==> config.mk <==
export PLATFORM = sky130hd
export DESIGN_NAME = imu_frame_parser_flat
export DESIGN_NICKNAME = d
export VERILOG_FILES = /design/src/rtl/imufp_pkg.sv /design/src/rtl/imufp_req_if.sv /design/src/rtl/imufp_rsp_if.sv /design/src/rtl/imu_frame_parser.sv /design/src/flat_wrapper.sv
export SDC_FILE = /design/constraint.sdc
export NUM_CORES = 2
export LEC_CHECK = 0
export BUFFER_PORTS_ARGS = -buffer_cell sky130_fd_sc_hd__buf_2
export CAP_MARGIN = 20
export CORE_AREA = 2 2 273 275
export CTS_BUF_LIST = sky130_fd_sc_hd__clkbuf_8 sky130_fd_sc_hd__clkbuf_16
export DETAILED_ROUTE_END_ITERATION = 10
export DIE_AREA = 0 0 275 277
export PLACE_DENSITY = 0.72
export SLEW_MARGIN = 20
export SYNTH_ARGS = -nofsm -noshare
export SYNTH_HDL_FRONTEND = slang
export SYNTH_SLANG_ARGS = --single-unit
export TNS_END_PERCENT = 1
==> constraint.sdc <==
create_clock -name clock -period 17.8 [get_ports clock]
set_input_delay 1.78 -clock clock [delete_from_list [all_inputs] [get_ports clock]]
set_output_delay 1.78 -clock clock [all_outputs]
set_load 0.05 [all_outputs]
==> src/rtl/imufp_pkg.sv <==
// Shared constants, codes and types of the IMU frame parser.
package imufp_pkg;

   localparam int BYTE_W     = 8;
   localparam int GAIN_W     = 16;
   localparam int WORD_W     = 16;
   localparam int VALUE_W    = 33;
   localparam int STATUS_W   = 2;
   localparam int POS_W      = 4;
   localparam int N_AXES     = 3;
   localparam int N_DATA     = 2 * N_AXES;
   localparam int DATA_IDX_W = $clog2(N_DATA);

   // frame layout: header, type, six data bytes, two spare bytes, checksum
   localparam logic [POS_W-1:0] POS_TYPE       = POS_W'(1);
   localparam logic [POS_W-1:0] POS_DATA_FIRST = POS_W'(2);
   localparam logic [POS_W-1:0] POS_DATA_LAST  = POS_W'(7);
   localparam logic [POS_W-1:0] POS_CHECKSUM   = POS_W'(10);

   // result status codes
   localparam logic [STATUS_W-1:0] STATUS_ACCEL   = 2'd0;
   localparam logic [STATUS_W-1:0] STATUS_ANGLE   = 2'd1;
   localparam logic [STATUS_W-1:0] STATUS_UNKNOWN = 2'd2;
   localparam logic [STATUS_W-1:0] STATUS_CHKERR  = 2'd3;

   // configuration register map (word index)
   localparam int CSR_ADDR_W = 5;
   localparam int CSR_IDX_W  = CSR_ADDR_W - 2;
   localparam int CSR_DATA_W = 32;
   localparam logic [CSR_IDX_W-1:0] REG_HEADER     = 3'd0;
   localparam logic [CSR_IDX_W-1:0] REG_ACCEL_TYPE = 3'd1;
   localparam logic [CSR_IDX_W-1:0] REG_ANGLE_TYPE = 3'd2;
   localparam logic [CSR_IDX_W-1:0] REG_ACCEL_GAIN = 3'd3;
   localparam logic [CSR_IDX_W-1:0] REG_ANGLE_GAIN = 3'd4;

   // register reset values
   localparam logic [BYTE_W-1:0] RST_HEADER     = 8'h55;
   localparam logic [BYTE_W-1:0] RST_ACCEL_TYPE = 8'h51;
   localparam logic [BYTE_W-1:0] RST_ANGLE_TYPE = 8'h53;
   localparam logic [GAIN_W-1:0] RST_ACCEL_GAIN = 16'd40141;
   localparam logic [GAIN_W-1:0] RST_ANGLE_GAIN = 16'd46080;

   typedef logic [BYTE_W-1:0]          byte_type;
   typedef logic [STATUS_W-1:0]        status_type;
   typedef logic signed [VALUE_W-1:0]  value_type;

endpackage

==> src/rtl/imufp_req_if.sv <==
// Byte input channel of the IMU frame parser.
interface imufp_req_if
   import imufp_pkg::*;
   ();
   logic     valid;
   logic     ready;
   byte_type rx_byte;

   modport source (output valid, output rx_byte, input ready);
   modport sink   (input valid, input rx_byte, output ready);
endinterface

==> src/rtl/imufp_rsp_if.sv <==
// Result channel of the IMU frame parser.
interface imufp_rsp_if
   import imufp_pkg::*;
   ();
   logic       valid;
   logic       ready;
   status_type frame_status;
   value_type  value_x;
   value_type  value_y;
   value_type  value_z;

   modport source (output valid, output frame_status, output value_x, output value_y,
                   output value_z, input ready);
   modport sink   (input valid, input frame_status, input value_x, input value_y,
                   input value_z, output ready);
endinterface

==> src/rtl/imu_frame_parser.sv <==
// Top level of the IMU frame parser: byte hunt, running checksum and scaling.
// Path: a byte is registered on transfer in the input register; the checksum byte's result
//   is loaded into the result register once that register is free, and offered from there.
// Throughput: one byte per cycle; set by the single parse stage, which also holds the three
//   17 x 17 multipliers used only on the checksum byte. A checksum byte waits in the input
//   register only while the result register is full and its result is not taken.
// Reset (synchronous, active high): hunt for header, clear sum, empty both stages
//   and load the configuration registers with their default values.
module imu_frame_parser
   import imufp_pkg::*;
(
   input  logic                  clock,
   input  logic                  reset,
   imufp_req_if.sink             req_if,
   imufp_rsp_if.source           rsp_if,
   input  logic                  csr_psel,
   input  logic                  csr_penable,
   input  logic                  csr_pwrite,
   input  logic [CSR_ADDR_W-1:0] csr_paddr,
   input  logic [CSR_DATA_W-1:0] csr_pwdata,
   output logic [CSR_DATA_W-1:0] csr_prdata,
   output logic                  csr_pready
);

   // ---------------------------------------------------------------
   // Configuration registers
   // ---------------------------------------------------------------
   byte_type          header_ff, header_in;
   byte_type          accel_type_ff, accel_type_in;
   byte_type          angle_type_ff, angle_type_in;
   logic [GAIN_W-1:0] accel_gain_ff, accel_gain_in;
   logic [GAIN_W-1:0] angle_gain_ff, angle_gain_in;

   logic                 csr_write;
   logic [CSR_IDX_W-1:0] csr_idx;

   assign csr_pready = 1'b1;
   assign csr_write  = csr_psel & csr_penable & csr_pwrite & csr_pready;
   assign csr_idx    = csr_paddr[CSR_ADDR_W-1:2];

   always_comb begin
      header_in     = header_ff;
      accel_type_in = accel_type_ff;
      angle_type_in = angle_type_ff;
      accel_gain_in = accel_gain_ff;
      angle_gain_in = angle_gain_ff;
      if (csr_write) begin
         // drop writes to addresses beyond the register map
         unique case (csr_idx)
            REG_HEADER:     header_in     = csr_pwdata[BYTE_W-1:0];
            REG_ACCEL_TYPE: accel_type_in = csr_pwdata[BYTE_W-1:0];
            REG_ANGLE_TYPE: angle_type_in = csr_pwdata[BYTE_W-1:0];
            REG_ACCEL_GAIN: accel_gain_in = csr_pwdata[GAIN_W-1:0];
            REG_ANGLE_GAIN: angle_gain_in = csr_pwdata[GAIN_W-1:0];
            default: ;
         endcase
      end
   end

   always_comb begin
      unique case (csr_idx)
         REG_HEADER:     csr_prdata = CSR_DATA_W'(header_ff);
         REG_ACCEL_TYPE: csr_prdata = CSR_DATA_W'(accel_type_ff);
         REG_ANGLE_TYPE: csr_prdata = CSR_DATA_W'(angle_type_ff);
         REG_ACCEL_GAIN: csr_prdata = CSR_DATA_W'(accel_gain_ff);
         REG_ANGLE_GAIN: csr_prdata = CSR_DATA_W'(angle_gain_ff);
         default:        csr_prdata = '0;
      endcase
   end

   always_ff @(posedge clock) begin
      if (reset) begin
         header_ff     <= RST_HEADER;
         accel_type_ff <= RST_ACCEL_TYPE;
         angle_type_ff <= RST_ANGLE_TYPE;
         accel_gain_ff <= RST_ACCEL_GAIN;
         angle_gain_ff <= RST_ANGLE_GAIN;
      end else begin
         header_ff     <= header_in;
         accel_type_ff <= accel_type_in;
         angle_type_ff <= angle_type_in;
         accel_gain_ff <= accel_gain_in;
         angle_gain_ff <= angle_gain_in;
      end
   end

   // ---------------------------------------------------------------
   // Input register: hold one transferred byte for the parse stage
   // ---------------------------------------------------------------
   logic     in_valid_ff, in_valid_in;
   byte_type in_byte_ff;
   logic     in_frame_ff, in_frame_in;
   logic [POS_W-1:0] pos_ff, pos_in;
   byte_type sum_ff, sum_in;

   logic closing;     // byte in the input register is the checksum byte
   logic out_free;    // result register can take a new result this cycle
   logic s1_take;     // parse stage consumes the byte in the input register
   logic req_xfer;

   assign closing  = in_frame_ff && (pos_ff == POS_CHECKSUM);
   assign out_free = !rsp_if.valid || rsp_if.ready;
   // only the checksum byte ever waits for the result register
   assign s1_take  = in_valid_ff && (!closing || out_free);
   assign req_if.ready = !in_valid_ff || s1_take;
   assign req_xfer = req_if.valid && req_if.ready;

   always_comb begin
      in_valid_in = in_valid_ff;
      if (req_xfer) begin
         in_valid_in = 1'b1;
      end else if (s1_take) begin
         in_valid_in = 1'b0;
      end
   end

   always_ff @(posedge clock) begin
      if (reset) begin
         in_valid_ff <= 1'b0;
      end else begin
         in_valid_ff <= in_valid_in;
      end
   end

   always_ff @(posedge clock) begin
      if (req_xfer) begin
         in_byte_ff <= req_if.rx_byte;
      end
   end

   // ---------------------------------------------------------------
   // Parse stage: hunt, position count, running checksum, byte capture
   // ---------------------------------------------------------------
   byte_type frame_type_ff;
   byte_type data_ff [N_DATA];
   logic     data_wr;
   logic [DATA_IDX_W-1:0] data_idx;
   logic [POS_W-1:0]      data_off;

   assign data_off = pos_ff - POS_DATA_FIRST;
   assign data_idx = data_off[DATA_IDX_W-1:0];
   assign data_wr  = s1_take && in_frame_ff
                     && (pos_ff >= POS_DATA_FIRST) && (pos_ff <= POS_DATA_LAST);

   always_comb begin
      in_frame_in = in_frame_ff;
      pos_in      = pos_ff;
      sum_in      = sum_ff;
      if (s1_take) begin
         if (!in_frame_ff) begin
            // ignore everything but the header while hunting
            if (in_byte_ff == header_ff) begin
               in_frame_in = 1'b1;
               sum_in      = in_byte_ff;
               pos_in      = POS_TYPE;
            end
         end else if (!closing) begin
            // a header byte inside a frame is ordinary data
            sum_in = sum_ff + in_byte_ff;
            pos_in = pos_ff + POS_W'(1);
         end else begin
            in_frame_in = 1'b0;
            pos_in      = '0;
            sum_in      = '0;
         end
      end
   end

   always_ff @(posedge clock) begin
      if (reset) begin
         in_frame_ff <= 1'b0;
         pos_ff      <= '0;
         sum_ff      <= '0;
      end else begin
         in_frame_ff <= in_frame_in;
         pos_ff      <= pos_in;
         sum_ff      <= sum_in;
      end
   end

   always_ff @(posedge clock) begin
      if (s1_take && in_frame_ff && (pos_ff == POS_TYPE)) begin
         frame_type_ff <= in_byte_ff;
      end
      if (data_wr) begin
         data_ff[data_idx] <= in_byte_ff;
      end
   end

   // ---------------------------------------------------------------
   // Frame decode and scaling on the checksum byte
   // ---------------------------------------------------------------
   status_type status_cmb;
   logic signed [GAIN_W:0]     gain_op;
   logic signed [WORD_W:0]     word_op [N_AXES];
   logic signed [GAIN_W+WORD_W+1:0] prod [N_AXES];
   logic [WORD_W-1:0]          word [N_AXES];

   always_comb begin
      // a bad checksum wins; on equal type codes the frame counts as acceleration
      priority if (sum_ff != in_byte_ff) begin
         status_cmb = STATUS_CHKERR;
      end else if (frame_type_ff == accel_type_ff) begin
         status_cmb = STATUS_ACCEL;
      end else if (frame_type_ff == angle_type_ff) begin
         status_cmb = STATUS_ANGLE;
      end else begin
         status_cmb = STATUS_UNKNOWN;
      end
   end

   assign gain_op = (status_cmb == STATUS_ACCEL) ? $signed({1'b0, accel_gain_ff})
                                                 : $signed({1'b0, angle_gain_ff});

   always_comb begin
      for (int k = 0; k < N_AXES; k++) begin
         // little-endian words: low byte first
         word[k] = {data_ff[2*k+1], data_ff[2*k]};
         unique case (status_cmb)
            STATUS_ACCEL: word_op[k] = $signed({word[k][WORD_W-1], word[k]});
            STATUS_ANGLE: word_op[k] = $signed({1'b0, word[k]});
            default:      word_op[k] = '0;
         endcase
         prod[k] = word_op[k] * gain_op;
      end
   end

   // ---------------------------------------------------------------
   // Result register
   // ---------------------------------------------------------------
   logic       rsp_valid_ff, rsp_valid_in;
   status_type rsp_status_ff;
   value_type  rsp_value_ff [N_AXES];
   logic       rsp_load;

   assign rsp_load = s1_take && closing;

   always_comb begin
      rsp_valid_in = rsp_valid_ff;
      if (rsp_load) begin
         rsp_valid_in = 1'b1;
      end else if (rsp_if.ready) begin
         rsp_valid_in = 1'b0;
      end
   end

   always_ff @(posedge clock) begin
      if (reset) begin
         rsp_valid_ff <= 1'b0;
      end else begin
         rsp_valid_ff <= rsp_valid_in;
      end
   end

   always_ff @(posedge clock) begin
      if (rsp_load) begin
         rsp_status_ff <= status_cmb;
         for (int k = 0; k < N_AXES; k++) begin
            rsp_value_ff[k] <= prod[k][VALUE_W-1:0];
         end
      end
   end

   assign rsp_if.valid        = rsp_valid_ff;
   assign rsp_if.frame_status = rsp_status_ff;
   assign rsp_if.value_x      = rsp_value_ff[0];
   assign rsp_if.value_y      = rsp_value_ff[1];
   assign rsp_if.value_z      = rsp_value_ff[2];

   // ---------------------------------------------------------------
   // Checks
   // ---------------------------------------------------------------
   // position is zero while hunting and never passes the checksum byte
   a_pos_range: assert property (@(posedge clock) disable iff (reset)
      (!in_frame_ff |-> pos_ff == '0) and (in_frame_ff |-> pos_ff <= POS_CHECKSUM))
      else $error("byte position out of range");

   // a new result comes only from a checksum byte in the parse stage
   a_rsp_source: assert property (@(posedge clock) disable iff (reset)
      (rsp_valid_ff && !$past(rsp_valid_ff && !rsp_if.ready))
      |-> $past(in_valid_ff && closing))
      else $error("result without checksum byte");

   // status-only frames carry zero values
   a_zero_values: assert property (@(posedge clock) disable iff (reset)
      (rsp_valid_ff && (rsp_status_ff == STATUS_UNKNOWN || rsp_status_ff == STATUS_CHKERR))
      |-> (rsp_value_ff[0] == '0 && rsp_value_ff[1] == '0 && rsp_value_ff[2] == '0))
      else $error("status-only result with non-zero value");

   // the input side stalls only behind a checksum byte waiting for the result register
   a_stall_cause: assert property (@(posedge clock) disable iff (reset)
      !req_if.ready |-> (in_valid_ff && closing && rsp_valid_ff && !rsp_if.ready))
      else $error("unexpected input stall");

endmodule
==> src/flat_wrapper.sv <==
// flat-port wrapper written by rule: the top's interface ports become plain ports
module imu_frame_parser_flat import imufp_pkg::*;
  (clock, reset, csr_psel, csr_penable, csr_pwrite, csr_paddr, csr_pwdata, csr_prdata, csr_pready, req_if_valid, req_if_rx_byte, req_if_ready, rsp_if_valid, rsp_if_frame_status, rsp_if_value_x, rsp_if_value_y, rsp_if_value_z, rsp_if_ready);
  imufp_req_if req_if_i ();
  imufp_rsp_if rsp_if_i ();
  input  logic clock;
  input  logic reset;
  input  logic csr_psel;
  input  logic csr_penable;
  input  logic csr_pwrite;
  input  logic [CSR_ADDR_W-1:0] csr_paddr;
  input  logic [CSR_DATA_W-1:0] csr_pwdata;
  output logic [CSR_DATA_W-1:0] csr_prdata;
  output logic csr_pready;
  input wire logic [$bits(req_if_i.valid)-1:0] req_if_valid;
  input wire logic [$bits(req_if_i.rx_byte)-1:0] req_if_rx_byte;
  output wire logic [$bits(req_if_i.ready)-1:0] req_if_ready;
  output wire logic [$bits(rsp_if_i.valid)-1:0] rsp_if_valid;
  output wire logic [$bits(rsp_if_i.frame_status)-1:0] rsp_if_frame_status;
  output wire logic [$bits(rsp_if_i.value_x)-1:0] rsp_if_value_x;
  output wire logic [$bits(rsp_if_i.value_y)-1:0] rsp_if_value_y;
  output wire logic [$bits(rsp_if_i.value_z)-1:0] rsp_if_value_z;
  input wire logic [$bits(rsp_if_i.ready)-1:0] rsp_if_ready;
  assign req_if_i.valid = req_if_valid;
  assign req_if_i.rx_byte = req_if_rx_byte;
  assign req_if_ready = req_if_i.ready;
  assign rsp_if_valid = rsp_if_i.valid;
  assign rsp_if_frame_status = rsp_if_i.frame_status;
  assign rsp_if_value_x = rsp_if_i.value_x;
  assign rsp_if_value_y = rsp_if_i.value_y;
  assign rsp_if_value_z = rsp_if_i.value_z;
  assign rsp_if_i.ready = rsp_if_ready;
  imu_frame_parser u_core (.clock(clock), .reset(reset), .req_if(req_if_i), .rsp_if(rsp_if_i), .csr_psel(csr_psel), .csr_penable(csr_penable), .csr_pwrite(csr_pwrite), .csr_paddr(csr_paddr), .csr_pwdata(csr_pwdata), .csr_prdata(csr_prdata), .csr_pready(csr_pready));
endmodule
==> flow_metrics.tcl <==
set metrics [dict create \
    coreArea_sq_um 73570 \
    rrSetupSlack_ns 7.40 \
    cts_setup_buffers 0 \
    dpl_worst_slack_ns 7.634 \
    critical-path-top-delay-family "adder cells" \
    grt_max_degree 98 \
    finalSetupViolations 0 \
    drt-wirelength-per-cell_um 17.99 \
    crit_path_end_kind "flop" \
    hold_viol 0 \
    gr-total-overflow 0 \
    rsz0062_at_grt "no" \
    synth-main-ff-cell "edfxtp_1" \
    fmax_mhz 96.13 \
    worst-r2r-cell-count 26 \
    required_ns 18.09 \
    worstPathMaxFanout 42 \
    drv_cap 0 \
    post-route-period-util_pct 58.44 \
    worst-setup-path-type "reg -> reg" \
    yosysMostFrequentCell "inv_1" \
    layout_min_cycle_time_ns 10.40 \
    synth_adder_area_share_pct 49.28 \
    synth-seq-cells 236 \
    cts_resized 0 \
    clockBufferDepth 3 \
    hold_depth 2 \
    whs_endpoint "u_core.header_ff[3]" \
    clk_pin_slew_ns 0.06 \
    routed_wl_mm 97.19 \
    yosysTopAreaCell "fa_1" \
    dr.pass1.iters 6 \
    rows 100 \
    drv_slew 0 \
    whs_ns 0.4928 \
    synth-compound-area-share_pct 5.318 \
    dieHeight_um 277 \
    r2r_start "u_core.in_byte_ff[2]" \
    synth_top_area_share_pct 41.10 \
    synth_seq_area_share_pct 15.91 \
    critPathMostFrequentCell "fa_1" \
    synth_cells 4354 \
    antenna_found_initial 2 \
    maxSlewHeadroom_pct 25.64 \
    yosys_warnings 0 \
    ant_nets 0 \
    synth-simple-area-share_pct 13.15 \
    start_util_pct 54.49 \
    powerDensity_nw_per_um2 28.81 \
    cp_data_arrival_time_ns 10.70 \
    ios 188 \
    worstSkewPairLatency_ns 0.63 \
    min_from "u_core.header_ff[3]" \
    num_vias 29200 \
    worst_slack_ns 7.397 \
    synth-xor-area-share_pct 2.797 \
    cts_made_buffers 29 \
    die_w_um 275 \
    cts_root_buffer "clkbuf_16" \
    floorplan.die_area_sq_um 76180 \
    synth_top_family_by_area "adder cells" \
    synthMuxAreaShare_pct 1.236 \
    async_flop_share_pct 0 \
    placed_cells 5347 \
    fin_area_sq_um 42630 \
    leakage_nw 21.98 \
    synth_cell_types 82 \
    p_total_mw 1.228 \
    syn_area_per_cell_sq_um 9.207 \
    final_nets 5546 \
    drc 0 \
    critPathBufInv 4 \
    first_global_vias 31100 \
    htreeDepth 1 \
    cts_hold_buf 0 \
    start_kind "flop" \
    dp_hpwl_mm 75.55 \
    cts_tree "built" \
    first_iter_violations 2228 \
    slowest_stage "mux2_2" \
    postLayoutCoreUtil_pct 57.95 \
    fill_cells 6522 \
    syn2layout_area_growth_pct 6.348 \
    tns_ns 0 \
    grt_usage_pct 26.93 \
    grt_pass1_wl_mm 160.5 \
    clock_skew_ns 0.02727 \
    cts.sinks 236 \
    synth_top_cells_by_count "1,104 x inv_1, 823 x fa_1, 587 x nand2_1" \
    tightest_slew_ns 1.115 \
    place_area_sq_um 41730 \
    layoutNonFillerInstCount 5402 \
    synth_edf_count 165 \
    worstReg2RegEnd "u_core.rsp_value_ff[0][26]" \
    drive_gt1_share_pct 6.656 \
    status "finished, final reports clean" \
    port_buffers 152 \
    ir_drop_uv 76.80 \
    place_congestion 0.9089 \
    via_per_inst 5.406 \
    synthesis.area_sq_um 40090 \
    synthTopCellsByArea "fa_1 41%, edfxtp_1 12%, inv_1 10%" \
    worstHoldPathType "reg -> reg" \
    critPathMaxStageDelay_ns 1.04 \
]
[where the power goes]
group,switching [mW],leakage [nW],internal [mW]
clock network,0.261,0.483,0.316
logic,0.0401,19.2,0.0130
registers,0.0117,2.32,0.587
[layout make-up]
| class | count | area, sq um | area share, % |
|---|---|---|---|
| Antenna cell | 1 | 2.502 | 0.005870 |
| Clock buffer | 30 | 739.5 | 1.734 |
| Clock inverter | 24 | 162.7 | 0.3815 |
| Inverter | 1105 | 4148 | 9.729 |
| Multi-Input combinational cell | 2851 | 28980 | 67.97 |
| Sequential cell | 236 | 6376 | 14.96 |
| Tap cell | 969 | 1212 | 2.844 |
| Timing Repair Buffer | 186 | 1016 | 2.383 |
[worst max path at each step]
stage,from,to,slack (ns),depth (start not counted)
after detailed placement,u_core.in_byte_ff[2],u_core.rsp_value_ff[0][26],7.63,25
after global routing,u_core.in_byte_ff[2],u_core.rsp_value_ff[0][26],7.00,26
after global placement,u_core.in_byte_ff[2],u_core.rsp_value_ff[0][26],7.83,25
after CTS,u_core.in_byte_ff[2],u_core.rsp_value_ff[0][26],7.58,25
after floorplan,u_core.in_byte_ff[2],u_core.rsp_value_ff[0][63],9.74,28
final,u_core.in_byte_ff[2],u_core.rsp_value_ff[0][26],7.40,26
[kinds of logic (layout without fill, tap and decap cells)]
| kind of cell | Yosys count | after routing |
|---|---|---|
| mux | 47 | 47 |
| xor+xnor | 128 | 128 |
| compound gates | 314 | 314 |
| fa+ha+maj | 1085 | 1085 |
| simple gates | 1260 | 1260 |
| buf+inv | 1282 | 1345 |
| other cells | 2 | 18 |
| flops | 236 | 236 |
[layer usage]
layer | wire [um] | vias to the layer above | GRT usage, %
met5 | 8 | - | 0
met4 | 3951 | 2 | 9.924
met3 | 8927 | 239 | 4.977
met2 | 45980 | 1224 | 43.70
met1 | 38310 | 14750 | 36.13
li1 | - | 12990 | -
[cells in the final DEF, fill, tap and decap left out, types with 19 or more instances in the layout]
cell,count
fa_1,823
clkbuf_16,29
mux2_2,20
xnor2_1,83
nor2_1,470
a21o_1,28
buf_2,152
inv_1,1113
edfxtp_1,165
o21ai_0,40
xor2_1,45
buf_4,34
dfxtp_1,71
and2_1,52
a21oi_1,94
nand2_1,587
nand2b_1,21
ha_1,262
nand3b_1,19
[worst register-to-register path, cell delays in order, from the launching register on]
cell      delay, ns
edfxtp_1       0.93
ha_1           0.43
nor4_1         0.32
nand3_1        0.29
nor2_4         0.16
buf_4          0.54
mux2_2         1.07
nand2_1        0.23
fa_1           0.58
inv_1          0.06
fa_1           0.48
fa_1           0.58
fa_1           0.46
fa_1           0.49
inv_1          0.05
fa_1           0.50
inv_1          0.05
ha_1           0.40
nand4_1        0.19
nor4_1         0.52
o211ai_1       0.21
a31oi_1        0.46
o21ai_1        0.28
a21boi_0       0.31
o21a_1         0.19
nand3_1        0.08
o311ai_0       0.24
[sequential cells by signal, indices dropped and copies added (netlist names), 16 cells and up]
signal / count
u_core.accel_gain_ff: 16
u_core.rsp_value_ff: 99
u_core.angle_gain_ff: 16
u_core.data_ff: 48
(Power assumes the default switching activity.)
